[src/rtl/qrs_pkg.sv]
// Shared constants, codes and cell payload types of the quadratic root solver.
package qrs_pkg;

  localparam int FracBits = 16;
  localparam int CoefW    = 16;
  localparam int RootW    = 34;
  localparam int StatW    = 2;

  // Square root: discriminant bit pairs plus one step per fraction bit
  localparam int SqPairs  = 17;
  localparam int DiscW    = 2 * SqPairs;
  localparam int SqSteps  = SqPairs + FracBits;
  localparam int SqW      = SqSteps;
  localparam int SqRemW   = SqW + 2;

  // Numerator, denominator and quotient widths
  localparam int NbW      = CoefW + 1 + FracBits;
  localparam int NumW     = SqW + 1;
  localparam int NW       = NumW + 1;
  localparam int DenW     = CoefW + 1;
  localparam int ResW     = NumW + 1;
  localparam int WideW    = (ResW > RootW) ? ResW : RootW;

  localparam longint NoRootVal = -100 * (longint'(1) << FracBits);
  localparam logic signed [RootW-1:0] NoRoot = RootW'(NoRootVal);
  localparam logic signed [WideW-1:0] RootMax = WideW'((longint'(1) << (RootW - 1)) - 1);
  localparam logic signed [WideW-1:0] RootMin = -RootMax - WideW'(1);

  typedef enum logic [StatW-1:0] {
    StNone   = 2'd0,
    StDouble = 2'd1,
    StTwo    = 2'd2,
    StAZero  = 2'd3
  } status_e;

  // Payload of one square root cell
  typedef struct packed {
    status_e                  status;
    logic signed [NbW-1:0]    nb;
    logic signed [DenW:0]     den;
    logic [SqRemW-1:0]        rem;
    logic [SqW-1:0]           root;
    logic [DiscW-1:0]         d;
  } sq_t;

  // Payload of one divider cell, both roots side by side
  typedef struct packed {
    status_e                  status;
    logic                     neg1;
    logic                     neg2;
    logic [DenW-1:0]          den;
    logic [DenW-1:0]          rem1;
    logic [DenW-1:0]          rem2;
    logic [NumW-1:0]          n1;
    logic [NumW-1:0]          n2;
    logic [NumW-1:0]          q1;
    logic [NumW-1:0]          q2;
  } dv_t;

  // Clamp a wide signed root to the output range
  function automatic logic signed [RootW-1:0] sat_root(input logic signed [WideW-1:0] v);
    logic signed [WideW-1:0] r;
    r = v;
    if (v > RootMax) r = RootMax;
    if (v < RootMin) r = RootMin;
    return RootW'(r);
  endfunction

endpackage

[src/rtl/qrs_sqrt_cell.sv]
// One restoring square root step: one result bit per cell.
module qrs_sqrt_cell
  import qrs_pkg::*;
(
  input  logic clk_i,
  input  logic rst_ni,
  input  logic in_valid_i,
  output logic in_ready_o,
  input  sq_t  in_data_i,
  output logic out_valid_o,
  input  logic out_ready_i,
  output sq_t  out_data_o
);

  logic               valid_q;
  sq_t                data_q;
  sq_t                data_d;
  logic [SqRemW+1:0]  rem_sh;
  logic [SqRemW+1:0]  trial;
  logic               ge;

  // Bring down the next bit pair and try the subtraction
  always_comb begin
    rem_sh = {in_data_i.rem, in_data_i.d[DiscW-1 -: 2]};
    trial  = (SqRemW+2)'({in_data_i.root, 2'b01});
    ge     = (rem_sh >= trial);
    data_d = in_data_i;
    data_d.rem  = SqRemW'(ge ? (rem_sh - trial) : rem_sh);
    data_d.root = {in_data_i.root[SqW-2:0], ge};
    data_d.d    = in_data_i.d << 2;
  end

  assign in_ready_o  = ~valid_q | out_ready_i;
  assign out_valid_o = valid_q;
  assign out_data_o  = data_q;

  // Advance when the neighbor takes the transaction or the cell is empty
  always_ff @(posedge clk_i or negedge rst_ni) begin
    if (!rst_ni) begin
      valid_q <= 1'b0;
    end else if (in_ready_o) begin
      valid_q <= in_valid_i;
    end
  end

  always_ff @(posedge clk_i) begin
    if (in_ready_o && in_valid_i) begin
      data_q <= data_d;
    end
  end

endmodule

[config.mk]
export PLATFORM = sky130hd
export DESIGN_NAME = qrs_sqrt_cell
export DESIGN_NICKNAME = d
export VERILOG_FILES = /design/src/rtl/qrs_pkg.sv /design/src/rtl/qrs_sqrt_cell.sv
export SDC_FILE = /design/constraint.sdc
export NUM_CORES = 1
export LEC_CHECK = 0
export ABC_AREA = 1
export BUFFER_PORTS_ARGS = -buffer_cell sky130_fd_sc_hd__buf_4
export CAP_MARGIN = 20
export CORE_ASPECT_RATIO = 2
export CORE_UTILIZATION = 53
export DETAILED_ROUTE_END_ITERATION = 10
export PLACE_DENSITY = 0.95
export SLEW_MARGIN = 20
export SYNTH_ARGS = -nofsm -noshare
export SYNTH_HDL_FRONTEND = slang
export SYNTH_SLANG_ARGS = --single-unit
[constraint.sdc]
create_clock -name clk_i -period 24.9 [get_ports clk_i]
set_input_delay 4.98 -clock clk_i [delete_from_list [all_inputs] [get_ports clk_i]]
set_output_delay 4.98 -clock clk_i [all_outputs]
set_load 0.05 [all_outputs]
Word-level counts from Yosys, hierarchy flattened
Index checks and enable logic that the tools add are counted.

Add/sub/neg operators: 1. Order comparisons: 1. Mux-type cells: 1. Bitwise gates (word level): 2. Reduce and logical (&&, ||, !) cells: 1.

Operators by type and width (number): 37-bit by 35-bit >= comparator with 1-bit output (1); 35-bit 2-to-1 mux (1); 35-bit subtractor (1); 1-bit logical AND (1); 1-bit NOT (1); 1-bit bitwise OR (1).

Register bits after elaboration: 154. Input bits: 159. Output and inout port bits: 157. Logic and storage cells: 13.

Depth between registers and ports, before layout
Depth after elaboration: 3. Depth in mapped cells: 16. Mapped depth without buffers: 15.

Worst setup path before layout
No wires, ideal clock.

Path type: input-to-reg. From: input port in_valid_i. To: register data_q, in the netlist out_data_o[100] (enable). Setup time: 715 ps. Arrival time: 12379 ps. Required time: 24185 ps. Slack: 11806 ps. Cell stages on the path: 2. Path buffers: 0. Path through: inv_1 a21oi_1.

Longest elaborated chain between the ends: 1.

Ends and longest elaborated chain: start: declaration (RTL line qrs_sqrt_cell.sv:7) `input logic in_valid_i,`; 1-bit logical AND (RTL line qrs_sqrt_cell.sv:47) `if (in_ready_o && in_valid_i) begin`; end signal: assignment (RTL line qrs_sqrt_cell.sv:48) `data_q <= data_d;`; end: declaration (RTL line qrs_sqrt_cell.sv:16) `sq_t data_q;`.

Every way passes these cells. A chain may end at the register's enable or synchronous reset.

Worst setup path after layout
From: input port out_ready_i. To: output port in_ready_o.

Longest elaborated chain between the ends: 1.

Ends and longest elaborated chain: start: declaration (RTL line qrs_sqrt_cell.sv:11) `input logic out_ready_i,`; 1-bit bitwise OR (RTL line qrs_sqrt_cell.sv:33) `assign in_ready_o = ~valid_q | out_ready_i;`; end: declaration (RTL line qrs_sqrt_cell.sv:8) `output logic in_ready_o,`.

Every way passes these cells.

==> reports/qor.yml <==
numCtsBuffers: 17
swShare_pct: 33.5
cts-root-buf: "clkbuf_16"
synthFlopType: "edfxtp_1"
cts-resized-gates: 0
cp_max_fo: 2
cpPeakStageDelay_ns: 0.19
critical_path.cell_chain: "buf_4 -> inv_1 -> nand2_1 -> buf_4"
grt_pass1_wl_um: 38800
required_ns: 19.92
cap_violations: 0
cts.htree.levels: 4
setup_viol_count_final: 0
power_switching_uw: 253
leakage_uw: 0.00539
cts_sinks: 154
rsz0062_at_grt: "no"
gp_congestion: 1.01
drtAntennaViolNets: 0
pwr-share-comb_pct: 26.6
crit_arrival_ns: 5.46
final_area_mm2: 0.0111
p_total_uw: 754
die_y_um: 176
grt_overflow: 0
setup_slack_ns: 14.46
p_int_uw: 501
path_clk_slew_ns: 0.06
grt_use_total_pct: 35.2
worstSetupStartpointType: "input pin"
num_io_pins: 316
finalWirelength_um: 27400
fillerInstances: 1011
ys.warnings.count: 0
area_growth_pct: 38.2
status: "finished, final reports clean"
place_hpwl_um: 21300
fmax_mhz: 95.8
fin_nets: 1347
whs_ns: 0.621
netlist.area_leader.share_pct: 57.2
drive_above_1_share_pct: 33.8
fin_crit_sh_pct: 41.9
yosysTopAreaCell: "edfxtp_1"
drt_iter0_drc: 486
async_reset_ff_share_pct: 0.649
crit_slowest_cell: "buf_4"
cts_hold_buf: 0
p_per_area_mw_per_mm2: 68.0
slew_violations: 0
finalHoldViolations: 0
clk_latency_ns: 0.43
clockBufferDepth: 2
dieArea_mm2: 0.0157
coreArea_mm2: 0.0148
die_x_um: 89.0
cpMostUsedCell: "buf_4"
finalSetupTns_ns: 0
grt_pass1_vias: 7190
ys_ff_latch: 154
start_util_pct: 54.2
yosys-top-cells-area: "edfxtp_1 57%, nand2_1 12%, inv_1 6.0%"
p_seq_share_pct: 41.6
vias_per_cell: 5.27
cts_tree: "yes"
antenna_found_initial: 1
cts_setup_buffers: 0
syn_avg_cell_area_um2: 9.69
maxSlewHeadroom_pct: 29.6
clkPwrFrac_pct: 31.8
critPathKind: "in2out"
synth_edf_count: 153
worst-path-buf-inv: 3
synth_sequential_area_ratio_pct: 57.5
critical-path-top-delay-family: "buffers and inverters"
hp-class: "reg2reg"
rows: 63
grt_max_degree: 88
drt_first_pass_iters: 5
dp_slack_ns: 14.46
synth_cell_types: 36
worst_pin_slew_ns: 1.06
synth_cells: 829
worst_setup_path_end_kind: "output pin"
layout_min_cycle_time_ns: 10.44
drc: 0
placed_area_mm2: 0.0106
vias: 7166
synthesis.area_mm2: 0.00803
clock_skew_ns: 0.0131
portBuffers: 313
ir_worst_vdd_v: 0.0000522
wl_per_cell_um: 20.1
rrSetupSlack_ns: 22.34
==> registers in the layout, summed over array words and instances, names as in the netlist <==
name         flops
out_data_o     153
out_valid_o      1
==> final timing paths <==
check / endpoint / cells after the start / start
max in group asynchronous: out_valid_o / 1 / rst_ni
max: in_ready_o / 4 / out_ready_i
max reg2reg: out_data_o[3] / 2 / out_valid_o
min reg2reg: out_valid_o / 2 / out_valid_o
min in group asynchronous: out_valid_o / 1 / rst_ni
min: out_valid_o / 2 / out_valid_o
==> cell families (layout without fill, tap and decap cells) <==
group / Yosys count / in the layout / share of synthesized area, %
adder cells (fa/ha/maj): 35 / 35 / 5.45
other: 1 / 3 / 0.0467
AND/OR/NAND/NOR: 438 / 438 / 24.8
flip-flops: 154 / 154 / 57.5
XOR/XNOR: 17 / 17 / 1.85
AO/OA/AOI/OAI: 43 / 43 / 3.01
buffers and inverters: 141 / 476 / 7.34
==> worst register-to-register path, stage by stage, from the launching register on <==
cell	delay (ns)
dfrtp_1	0.43
a21oi_4	0.75
buf_4	0.93
==> routing by layer <==
layer	GRT usage (%)	up-vias	wire length, um
met4	25.0	0	1860
met2	66.2	370	15300
met3	8.70	112	2050
li1	-	3372	-
met5	0	-	0
met1	30.6	3312	8120
==> cells in the mapped netlist (all sizes together), types with 2 or more instances <==
cell type / n
a21oi: 28
and2: 2
buf: 11
edfxtp: 153
ha: 35
inv: 130
nand2: 268
nand3: 80
nand3b: 8
nand4: 7
nor2: 65
nor3: 5
nor4: 3
o21ai: 6
o21bai: 6
xor2: 16
==> power by group through the flow <==
| stage | sequential, uW | clock (uW) | combinational [uW] |
|---|---|---|---|
| after global placement | 318 | 0 | 195 |
| after CTS | 314 | 240 | 200 |
| after floorplan | 381 | 0 | 69.0 |
| final | 314 | 240 | 201 |
| after global routing | 315 | 250 | 213 |
| after detailed placement | 319 | 0 | 198 |
==> through the flow <==
step                cells  utilization [%]
finish               1361             74.9
global route         1361             74.9
CTS                  1360             74.9
detailed placement   1329             71.2
global placement     1329             71.2
floorplan             830                -
==> cell usage in the layout, fill, tap and decap left out, types with 4 or more instances in the layout <==
master       n
nand3_1     67
xor2_1      16
o21ai_0      5
nor3_1       4
inv_1      129
nand3_2     13
nor2_4       4
nand2_1    248
nand2_2     19
ha_1        35
buf_4      315
inv_6        5
nor2_1      56
nor2_2       5
nand4_1      6
edfxtp_1   153
nand3b_1     8
o21bai_1     6
a21oi_1     26
clkbuf_16   17
==> area by class of cell <==
class | count | area [um^2] | area share [%]
Timing Repair Buffer | 315 | 2360 | 21.3
Antenna cell | 1 | 2.50 | 0.0225
Sequential cell | 154 | 4620 | 41.6
Multi-Input combinational cell | 535 | 2840 | 25.6
Inverter | 130 | 488 | 4.40
Clock buffer | 17 | 425 | 3.83
Clock inverter | 14 | 113 | 1.01
Tap cell | 195 | 244 | 2.20
Power figures use the tool's default switching activity.
