### src/rtl/qrs_pkg.sv
// Shared constants, codes and cell payload types of the quadratic root solver.
package qrs_pkg;

  localparam int FracBits = 16;
  localparam int CoefW    = 16;
  localparam int RootW    = 34;
  localparam int StatW    = 2;

  // Square root: discriminant bit pairs plus one step per fraction bit
  localparam int SqPairs  = 17;
  localparam int DiscW    = 2 * SqPairs;
  localparam int SqSteps  = SqPairs + FracBits;
  localparam int SqW      = SqSteps;
  localparam int SqRemW   = SqW + 2;

  // Numerator, denominator and quotient widths
  localparam int NbW      = CoefW + 1 + FracBits;
  localparam int NumW     = SqW + 1;
  localparam int NW       = NumW + 1;
  localparam int DenW     = CoefW + 1;
  localparam int ResW     = NumW + 1;
  localparam int WideW    = (ResW > RootW) ? ResW : RootW;

  localparam longint NoRootVal = -100 * (longint'(1) << FracBits);
  localparam logic signed [RootW-1:0] NoRoot = RootW'(NoRootVal);
  localparam logic signed [WideW-1:0] RootMax = WideW'((longint'(1) << (RootW - 1)) - 1);
  localparam logic signed [WideW-1:0] RootMin = -RootMax - WideW'(1);

  typedef enum logic [StatW-1:0] {
    StNone   = 2'd0,
    StDouble = 2'd1,
    StTwo    = 2'd2,
    StAZero  = 2'd3
  } status_e;

  // Payload of one square root cell
  typedef struct packed {
    status_e                  status;
    logic signed [NbW-1:0]    nb;
    logic signed [DenW:0]     den;
    logic [SqRemW-1:0]        rem;
    logic [SqW-1:0]           root;
    logic [DiscW-1:0]         d;
  } sq_t;

  // Payload of one divider cell, both roots side by side
  typedef struct packed {
    status_e                  status;
    logic                     neg1;
    logic                     neg2;
    logic [DenW-1:0]          den;
    logic [DenW-1:0]          rem1;
    logic [DenW-1:0]          rem2;
    logic [NumW-1:0]          n1;
    logic [NumW-1:0]          n2;
    logic [NumW-1:0]          q1;
    logic [NumW-1:0]          q2;
  } dv_t;

  // Clamp a wide signed root to the output range
  function automatic logic signed [RootW-1:0] sat_root(input logic signed [WideW-1:0] v);
    logic signed [WideW-1:0] r;
    r = v;
    if (v > RootMax) r = RootMax;
    if (v < RootMin) r = RootMin;
    return RootW'(r);
  endfunction

endpackage

### src/rtl/qrs_div_cell.sv
// One restoring division step for both numerators: one quotient bit per cell.
module qrs_div_cell
  import qrs_pkg::*;
(
  input  logic clk_i,
  input  logic rst_ni,
  input  logic in_valid_i,
  output logic in_ready_o,
  input  dv_t  in_data_i,
  output logic out_valid_o,
  input  logic out_ready_i,
  output dv_t  out_data_o
);

  logic            valid_q;
  dv_t             data_q;
  dv_t             data_d;
  logic [DenW:0]   sh1;
  logic [DenW:0]   sh2;
  logic [DenW:0]   den_x;
  logic            ge1;
  logic            ge2;

  // Shift in the next numerator bit and subtract when it fits
  always_comb begin
    den_x = {1'b0, in_data_i.den};
    sh1   = {in_data_i.rem1, in_data_i.n1[NumW-1]};
    sh2   = {in_data_i.rem2, in_data_i.n2[NumW-1]};
    ge1   = (sh1 >= den_x);
    ge2   = (sh2 >= den_x);
    data_d = in_data_i;
    data_d.rem1 = DenW'(ge1 ? (sh1 - den_x) : sh1);
    data_d.rem2 = DenW'(ge2 ? (sh2 - den_x) : sh2);
    data_d.n1   = in_data_i.n1 << 1;
    data_d.n2   = in_data_i.n2 << 1;
    data_d.q1   = {in_data_i.q1[NumW-2:0], ge1};
    data_d.q2   = {in_data_i.q2[NumW-2:0], ge2};
  end

  assign in_ready_o  = ~valid_q | out_ready_i;
  assign out_valid_o = valid_q;
  assign out_data_o  = data_q;

  // Advance when the neighbor takes the transaction or the cell is empty
  always_ff @(posedge clk_i or negedge rst_ni) begin
    if (!rst_ni) begin
      valid_q <= 1'b0;
    end else if (in_ready_o) begin
      valid_q <= in_valid_i;
    end
  end

  always_ff @(posedge clk_i) begin
    if (in_ready_o && in_valid_i) begin
      data_q <= data_d;
    end
  end

endmodule

### config.mk
export PLATFORM = sky130hd
export DESIGN_NAME = qrs_div_cell
export DESIGN_NICKNAME = d
export VERILOG_FILES = /design/src/rtl/qrs_pkg.sv /design/src/rtl/qrs_div_cell.sv
export SDC_FILE = /design/constraint.sdc
export NUM_CORES = 1
export LEC_CHECK = 0
export ABC_AREA = 1
export BUFFER_PORTS_ARGS = -buffer_cell sky130_fd_sc_hd__buf_2
export CORE_AREA = 2 2 149 151
export DETAILED_ROUTE_END_ITERATION = 8
export DIE_AREA = 0 0 151 153
export PLACE_DENSITY = 0.7
export SETUP_SLACK_MARGIN = 0.4
export SLEW_MARGIN = 20
export SYNTH_ARGS = -nofsm -noshare
export SYNTH_HDL_FRONTEND = slang
export SYNTH_SLANG_ARGS = --single-unit
### constraint.sdc
create_clock -name clk_i -period 27.3 [get_ports clk_i]
set_input_delay 1.365 -clock clk_i [delete_from_list [all_inputs] [get_ports clk_i]]
set_output_delay 1.365 -clock clk_i [all_outputs]
set_load 0.01 [all_outputs]
### Word level (Yosys, flattened, before mapping)

Cells that the tools add are included.

* bitwise logic cells: 2
* magnitude comparators: 2
* add/sub/neg operators: 2
* multiplexer cells: 2
* reduce and logical (&&, ||, !) cells: 1

Operators by type and width (count)
* $ge A18 B17 Y1: 2
* $mux W17: 2
* $sub A17 B17 Y17: 2
* $logic_and A1 B1 Y1: 1
* $not A1 Y1: 1
* $or A1 B1 Y1: 1

* register bits: 190
* logic and storage cells: 20

### Depth between registers and ports, before layout

Gate-level depths: netlist (run 1).

* word-level depth: 3
* gate-level depth with buffers: 15
* gate-level depth less buffers: 14

### Worst setup path before layout (run 1)

Ideal clock, no wire load.

* path type: input-to-reg
* start point: in in_valid_i
* end point: reg data_q (netlist bit out_data_o[0]) (enable)
* data arrival time: 10.483 ns
* stages: 2
* slack: 16.016 ns
* path through: inv_1 > a21oi_1

* cells in the longest elaborated chain, start to end: 1

RTL lines
* start, declared: RTL line qrs_div_cell.sv:7 `input logic in_valid_i,`
* $logic_and A1 B1 Y1: RTL line qrs_div_cell.sv:54 `if (in_ready_o && in_valid_i) begin`
* end signal, assigned: RTL line qrs_div_cell.sv:55 `data_q <= data_d;`
* end, declared: RTL line qrs_div_cell.sv:16 `dv_t data_q;`

Every way passes these cells.
A chain may end at the register's enable or synchronous reset.

==> flow_summary.yaml, run 1 <==
place:
  placed_cell_area_sq_um: 10840
  io_buffers: 383
  hpwl_mm: 20.75
  post-place-ws_ps: 23570
  place.gp.congestion: 0.9157
global_route:
  grt_overflow: 0
  grt.total_usage_pct: 21.78
  grt_pass1_vias: 6820
  grt_pass1_wl_mm: 37.51
  grt_max_degree: 89
  antenna_found_initial: 6
yosys:
  async_reset_ff_share_pct: 0.5263
  synthTopCellsByArea: "edfxtp_1 66%, nand2_1 11%, inv_1 5.0%, ha_1 4.9%, nand3_1 3.4%"
  yosysMostFrequentCell: "nand2_1"
  seq_area_frac_synth_pct: 66.21
  synth_top_area_share_pct: 65.92
  synth_area_sq_um: 8610
  synth_edf_count: 189
  syn_avg_cell_area_sq_um: 11.15
  synth_cells: 772
  synth_common_cells: "252 x nand2_1, 189 x edfxtp_1, 115 x inv_1, 59 x nand3_1, 34 x ha_1"
  ys.flop_type: "edfxtp_1"
  yosysTopAreaCell: "edfxtp_1"
  synth_cell_type_count: 35
  synth_warnings: 0
  synth_seq_cells: 190
route:
  drtAntennaViolNets: 0
  totalWireLength_mm: 25.72
  wire_per_inst_microns: 17.56
  viasPerCell: 4.646
  firstDrtPassIters: 5
  vias: 6806
  drc_errors: 0
  dr.first_iter.drc_count: 294
cts:
  h-tree-depth: 4
  cts_resized: 0
  cts_tree: "built"
  post_cts_buffers: 0
  cts_made_buffers: 17
  clockBufferDepth: 2
  worstSkewPairLatency_ps: 430
  clkTransAtPathRegs_ps: 80
  root_buffer: "clkbuf_16"
  clock_sinks: 190
  hold_buffers: 0
status:
  outcome: "finished clean"
worst_setup_path:
  crit_top_cell: "nand2_1"
  cp-end-kind: "flop"
  cp_num_buf_inv: 2
  crit_fanout: 18
  path_delay_family: "simple AND/OR/NAND/NOR gates"
  path_class: "in2reg"
  crit_required_ps: 27490
  max_stage_delay_ps: 660
  worstSetupStartpointType: "input pin"
  cp.arrival_ps: 3450
  cp_cell_sequence: "buf_2, inv_1, ha_1, a21oi_2, o21ai_1, nor3_4, nand2_4, nand2_1, nand2_1"
  crit_path_top_delay_cell: "nor3_4"
sta:
  tightestPinTransition_ps: 890.8
  fin_crit_ps: 3261
  finalCritPeriodShare_pct: 11.94
  layout_setup_ws_ps: 24040
  relSlewSlack_pct: 40.62
  finalClockSkew_ps: 18.64
  tns_ps: 0
  max_freq_mhz: 306.7
  slew_violations: 0
  hold_violations: 0
  rsz0062_at_grt: "no"
  finalSetupViolCount: 0
min_path:
  hold_class: "reg2reg"
cells_and_area:
  multi_input_area_sq_um: 2396
  nets: 1401
  drive_gt1_share_pct: 38.88
  area_growth_pct: 33.11
  final_area_sq_um: 11460
  seq_area_sq_um: 5700
  nFillCells: 2005
floorplan:
  core_sq_um: 21490
  fp.dieH_microns: 153
  dieWidth_microns: 151
  rows: 54
  die_area_sq_um: 23100
  pin_count: 388
  initial_utilization_pct: 40.07
power_and_ir_drop:
  vdd_drop_max_mv: 0.03594
  power_per_cell_area_nw_per_um2: 62.73
  p_leak_nw: 5.626
  fin_total_pwr_w: 0.0007188
run:
  max-cap-violations: 0
==> layout by cell type, fill, tap and decap left out, types with 12 or more instances in the layout <==
master     count
nand2_1      252
xor2_1        12
buf_2        383
a21oi_1       17
nand2_2       19
ha_1          34
clkbuf_16     17
edfxtp_1     189
nor2_1        21
inv_1        115
nand3_1       59
==> sequential cells by signal (all words and copies together) (netlist names) <==
| register | flops |
|---|---|
| out_valid_o | 1 |
| out_data_o | 189 |
==> tightest hold or removal path: cells and delay by family (launching register included) <==
kind / cells / cell delay (ps)
DFF: 1 / 420
and+or+nand+nor: 2 / 150
==> metal layers <==
metal	GRT usage (%)	vias up	part of all wire (%)
met5	0	-	0.21
met4	6.275	8	2.3
met3	7.343	41	9.7
met2	39.81	253	52
met1	23.73	3155	36
li1	-	3349	-
==> cell type report <==
class	count	share of cell area (%)
timing repair buffer	386	16.96
tap	280	3.057
multi-input combinational	454	20.91
inverter	121	3.963
clock inverter	15	1.616
sequential	190	49.74
antenna	2	0.04367
clock buffer	17	3.712
==> where the power goes <==
| part | leakage, nW | internal (W) | switching, W |
|---|---|---|---|
| clock | 0.296 | 0.000125 | 0.000127 |
| combinational | 3.52 | 0.0000438 | 0.0000740 |
| sequential | 1.81 | 0.000345 | 0.00000412 |
| total | 5.63 | 0.000514 | 0.000205 |
==> path summary, 6_finish.rpt <==
path                                startpoint  slack, ps  cells after the start              end
worst max-delay path            in_data_i[185]      24040                      9  out_data_o[151]
worst max register to register     out_valid_o      24910                      3  out_data_o[167]
max in group asynchronous               rst_ni      26540                      1      out_valid_o
worst min register to register     out_valid_o        590                      2      out_valid_o
worst min-delay path               out_valid_o        590                      2      out_valid_o
min in group asynchronous               rst_ni        680                      1      out_valid_o
==> cells by family (layout without fill, tap and decap cells) <==
family,Yosys count,after routing,share of synthesized area (%)
adders and majority gates,36,36,5.406
AOI/OAI and AO/OA,22,22,1.395
buffers and inverters,129,539,6.133
other,1,4,0.04356
xor gates and xnor gates,14,14,1.424
DFF,190,190,66.21
and+or+nand+nor,380,380,19.39
==> metrics by stage <==
step                hold slack (ps)  util (%)  std cells
global placement              564.6     50.45       1431
floorplan                     609.4         -        773
detailed placement            574.5     50.45       1431
finish                        593.1     53.34       1465
CTS                           590.3     53.30       1463
global route                  649.6     53.31       1463
(Power assumes the default switching activity.)
==> inputs of run 2 (changes only) <==
==> constraint.sdc (replaced) <==
create_clock -name clk_i -period 3.35 [get_ports clk_i]
set_input_delay 0.1675 -clock clk_i [delete_from_list [all_inputs] [get_ports clk_i]]
set_output_delay 0.1675 -clock clk_i [all_outputs]
set_load 0.01 [all_outputs]
==> run 2 against run 1 <==
Non-clock buffer count is 158 higher. Sequential cell count is the same. Die area unchanged. Final area grew 14%. Critical path depth rose by 5. Cell count increased by 11%. Sequential power increased to 8.1 times the previous value. Hold slack got worse by 560 ps. Register-to-register slack worse by 23000 ps. Combinational power grew to 9.6 times the previous value.
==> flow_summary.yaml, run 2 (same netlist as run 1, synthesis figures left out) <==
power_and_ir_drop:
  vdd_drop_max_mv: 0.2906
  p_leak_nw: 6.303
  power_per_cell_area_nw_per_um2: 459.5
sta:
  fin_hold_ws_ps: 29.56
  rsz0062_at_grt: "no"
  hold_violations: 0
  slew_violations: 0
  relSlewSlack_pct: 45.65
  finalCritPeriodShare_pct: 73.86
  tns_ps: 0
  finalSetupViolCount: 0
  max_freq_mhz: 404.1
  tightestPinTransition_ps: 813.4
  fin_crit_ps: 2474
  finalClockSkew_ps: 12.02
worst_setup_path:
  cp-end-kind: "flop"
  cp_num_buf_inv: 4
  crit_required_ps: 3540
  worstSetupStartpointType: "input pin"
  crit_cells: 14
  crit_path_top_delay_cell: "dlygate4sd3_1"
  cp_cell_sequence: "dlygate4sd3_1, buf_2, inv_1, ha_1, nand2_1, inv_1, nand2_1, nor2_2, nand2_1, nand2_1, nor2_4, nand2_4, nand2_1, nand2_1"
  reg2regPathDepth: 2
  path_delay_family: "simple AND/OR/NAND/NOR gates"
  cp.arrival_ps: 2660
  max_stage_delay_ps: 560
  crit_top_cell: "nand2_1"
  crit_fanout: 18
  path_class: "in2reg"
route:
  drtAntennaViolNets: 0
  vias: 7477
  drc_errors: 0
  firstDrtPassIters: 4
  totalWireLength_mm: 27.78
  viasPerCell: 4.593
  wire_per_inst_microns: 17.06
  dr.first_iter.drc_count: 360
global_route:
  grt.total_usage_pct: 23.70
  grt_use_met1_pct: 26.64
  grt_overflow: 0
  use_met3_pct: 6.896
  grt_pass1_wl_mm: 41.22
  grt_pass1_vias: 7475
  grt.busiest_layer: "met2"
  antenna_found_initial: 11
  grt_max_degree: 48
  grtUsageMet2_pct: 41.19
cells_and_area:
  nets: 1559
  seq_area_sq_um: 5702
  layout_commonest_cell: "buf_2"
  largest_reg_flops: 189
  final_cell_mix: "383 x buf_2, 252 x nand2_1, 189 x edfxtp_1"
  area_growth_pct: 52.11
  drive_gt1_share_pct: 34.60
  multi_input_area_sq_um: 2396
  nFillCells: 1763
min_path:
  hold_class: "in2reg"
  hold_path_depth: 4
cts:
  clkTransAtPathRegs_ps: 80
  cts_made_buffers: 17
  worstSkewPairLatency_ps: 430
  clock_sinks: 190
  clockBufferDepth: 2
  h-tree-depth: 4
  root_buffer: "clkbuf_16"
  cts_tree: "built"
floorplan:
  initial_utilization_pct: 40.07
  pin_count: 388
  dieWidth_microns: 151
  die_area_sq_um: 23100
  fp.dieH_microns: 153
  core_sq_um: 21490
  rows: 54
status:
  outcome: "finished clean"
place:
  io_buffers: 383
  place.gp.congestion: 0.8902
  hpwl_mm: 20.83
run:
  max-cap-violations: 0
## run 2: cell count changes in the layout (fill, tap and decap cells not counted), sizes merged
cell	change
inv	-1
clkinv	+1
diode	+5
dlygate4sd3	+155
buf	+3
## run 2: final cells by class
class | instances | share of cell area (%)
clock buffers | 17 | 3.248
multi-input cells | 454 | 18.30
repair buffers | 544 | 27.21
diodes | 7 | 0.1338
inverters | 121 | 3.468
flip-flops and latches | 190 | 43.54
well taps | 280 | 2.675
clock inverters | 15 | 1.433
## run 2: metal layers
layer / vias up / share of wire, % / wire, microns
met5: - / 0.15 / 43
met2: 287 / 50 / 13860
li1: 3664 / - / -
met4: 8 / 4.7 / 1294
met3: 67 / 7.3 / 2038
met1: 3451 / 38 / 10540
## run 2: metrics by stage
stage               power [W]  instances  util [%]  setup WS (ps)  instance area, sq um
CTS                  0.006083       1621     60.87          873.9                 13080
finish               0.006018       1628     60.95          875.6                 13100
global route         0.006293       1624     60.91          696.9                 13090
detailed placement   0.003876       1434     50.80           1011                 10910
global placement     0.003853       1434     50.80           1028                 10910
floorplan            0.003471        773         -         -643.2                  8626
## run 2: final timing paths
path / from / end / slack [ps]
max: in_data_i[179] / out_data_o[169] / 880
min: out_ready_i / out_valid_o / 30
max reg2reg: out_valid_o / out_data_o[127] / 1550
min reg2reg: out_valid_o / out_valid_o / 560
max in group asynchronous: rst_ni / out_valid_o / 3200
min in group asynchronous: rst_ni / out_valid_o / 60
## run 2: what timing repair did
item                                   4_1_cts  5_1_grt
endpoints found under the hold margin      155        0
gates resized for setup                      0        0
hold buffers                               155        0
setup buffers                                0        0
## run 2: worst min-delay path, delay by kind of cell
| family | cells | cell delay, ps |
|---|---|---|
| buf+inv | 2 | 130 |
| simple gates | 2 | 120 |
## run 2: report_power, final
part | total, W | leakage (nW) | switching [W] | internal (W)
registers | 0.00284 | 1.81 | 0.0000359 | 0.00281
logic | 0.00113 | 4.19 | 0.000647 | 0.000486
clock network | 0.00204 | 0.298 | 0.00102 | 0.00102
==> inputs of run 3 (changes only) <==
--- a/config.mk
+++ b/config.mk
@@ -7,10 +7,11 @@
 export LEC_CHECK = 0
 export ABC_AREA = 1
 export BUFFER_PORTS_ARGS = -buffer_cell sky130_fd_sc_hd__buf_2
-export CORE_AREA = 2 2 149 151
+export CORE_ASPECT_RATIO = 0.7
+export CORE_MARGIN = 2
+export CORE_UTILIZATION = 43
 export DETAILED_ROUTE_END_ITERATION = 8
-export DIE_AREA = 0 0 151 153
-export PLACE_DENSITY = 0.7
+export PLACE_DENSITY = 0.77
 export SETUP_SLACK_MARGIN = 0.4
 export SLEW_MARGIN = 20
 export SYNTH_ARGS = -nofsm -noshare
==> constraint.sdc (replaced) <==
create_clock -name clk_i -period 2.2 [get_ports clk_i]
set_input_delay 0.11 -clock clk_i [delete_from_list [all_inputs] [get_ports clk_i]]
set_output_delay 0.11 -clock clk_i [all_outputs]
set_load 0.01 [all_outputs]
==> run 3 against run 2 <==
Cell count increased by 1.1%. Combinational power up 58%. Count of clock-buffer cells in the layout unchanged. Sequential cell count stayed put. First-iteration DRC count rose by 67%. Global-route usage increased by 1.7 points. Hold slack worse by 3.4 ps. Largest cell class unchanged. Largest power group unchanged. Highest routed layer unchanged.
==> flow_summary.yaml, run 3 (same netlist as run 1, synthesis figures left out) <==
cts:
  root_buffer: "clkbuf_16"
  cts_made_buffers: 17
  worstSkewPairLatency_ps: 430
  clock_sinks: 190
  clkTransAtPathRegs_ps: 70
  h-tree-depth: 4
  cts_tree: "built"
  clockBufferDepth: 2
sta:
  finalSetupViolCount: 0
  finalClockSkew_ps: 13.05
  finalCritPeriodShare_pct: 76.34
  hold_violations: 0
  max_freq_mhz: 595.4
  fin_hold_ws_ps: 26.13
  tns_ps: 0
  layout_setup_ws_ps: 520.5
  slew_violations: 0
  rsz0062_at_grt: "no"
  fin_crit_ps: 1680
worst_setup_path:
  worstSetupStartpointType: "input pin"
  crit_required_ps: 2370
  path_class: "in2reg"
  rr_endpoint: "out_data_o[83]"
  cp-end-kind: "flop"
  reg2regPathDepth: 3
  r2r_start: "out_valid_o"
  r2r_setup_slack_ps: 590
  cp.arrival_ps: 1850
  crit_fanout: 18
cells_and_area:
  drive_gt1_share_pct: 34.84
  area_growth_pct: 55.49
  nets: 1590
  nFillCells: 1483
  multi_input_area_sq_um: 2396
  final_cell_mix: "383 x buf_2, 252 x nand2_1, 189 x edfxtp_1"
  seq_area_sq_um: 5702
  layout_commonest_cell: "buf_2"
  largest_reg_flops: 189
  stdcell_count: 1646
floorplan:
  die_area_sq_um: 21190
  initial_utilization_pct: 43.60
  pin_count: 388
  fp.dieH_microns: 122.4
  dieWidth_microns: 173.1
  rows: 43
  core_sq_um: 19750
route:
  drc_errors: 0
  wire_per_inst_microns: 16.73
  vias: 7733
  totalWireLength_mm: 27.54
  firstDrtPassIters: 5
  viasPerCell: 4.698
  dr.first_iter.drc_count: 601
  drtAntennaViolNets: 0
place:
  post-place-ws_ps: 103.8
  dp.cells: 1439
  place.gp.congestion: 0.9206
  hpwl_mm: 18.83
  io_buffers: 383
global_route:
  grt_max_degree: 37
  grt.total_usage_pct: 25.42
  grt_pass1_vias: 7595
  antenna_found_initial: 5
  grt_overflow: 0
  grt_pass1_wl_mm: 40.79
status:
  outcome: "finished clean"
power_and_ir_drop:
  vdd_drop_max_mv: 0.5305
  p_leak_nw: 6.449
  power_per_cell_area_nw_per_um2: 690.0
run:
  max-cap-violations: 0
min_path:
  hold_path_depth: 3
  holdPathEnd: "out_data_o[163]"
  min_from: "in_data_i[162]"
  hold_class: "in2reg"
==> run 3: cell types whose count changed in the layout (fill, tap and decap cells not counted) <==
cell           previous run  this run
buf_4                     2        14
clkinv_4                  2         1
buf_12                    4         7
clkinv_1                  1         2
inv_6                     2         1
dlygate4sd3_1           155       171
clkinvlp_4                0         1
inv_8                     3         4
clkinv_2                  1         0
diode_2                   7         4
==> run 3: report_power, final <==
group	switching [W]	total, W	internal (W)
Combinational	0.000989	0.00178	0.000789
Clock	0.00157	0.00312	0.00155
Sequential	0.0000606	0.00434	0.00428
==> run 3: timing repair <==
action	CTS	global route
endpoints found under the hold margin	169	0
resized for setup	0	0
hold buffers	171	0
setup buffers	0	0
endpoints found under the setup margin	0	0
==> run 3: layer usage <==
layer | vias to the layer above | GRT usage, % | wire, microns
met5 | - | 0 | 13
met4 | 2 | 7.733 | 381
met3 | 30 | 6.629 | 2086
met2 | 335 | 44.98 | 14230
met1 | 3633 | 30.89 | 10830
li1 | 3733 | - | -
==> run 3: per-stage QoR <==
stage,cell area (sq um),total power [W],utilization (%)
6_report,13390,0.009237,67.80
4_1_cts,13380,0.009277,67.75
2_1_floorplan,8626,0.005285,-
5_1_grt,13390,0.009636,67.80
3_3_place_gp,11050,0.005865,55.97
3_5_place_dp,11050,0.005916,55.97
==> run 3: worst max-delay path, cell delays in order <==
cell and delay, ps:
buf_2 110, inv_1 50, ha_1 140, inv_1 60, fa_1 410, nand2_1 80
nand2_1 100, nand3_2 80, nand2_2 70, nand2_1 90, nand2_2 80, nand2_4 130
nand2_4 170, nand2_1 110, nand2_1 60
==> run 3: cell type report <==
class / count / share of cell area, %
Tap cell: 270 / 2.524
Timing Repair Buffer: 575 / 28.94
Sequential cell: 190 / 42.59
Clock buffer: 17 / 3.178
Clock inverter: 15 / 1.402
Multi-Input combinational cell: 454 / 17.90
Antenna cell: 4 / 0.07477
Inverter: 121 / 3.393
==> run 3: worst max path at each step <==
stage | startpoint | end
after floorplan | out_valid_o | out_data_o[0]
after global placement | in_data_i[135] | out_data_o[168]
after detailed placement | in_data_i[135] | out_data_o[167]
after CTS | in_data_i[135] | out_data_o[167]
after global routing | in_data_i[135] | out_data_o[158]
final | in_data_i[135] | out_data_o[167]
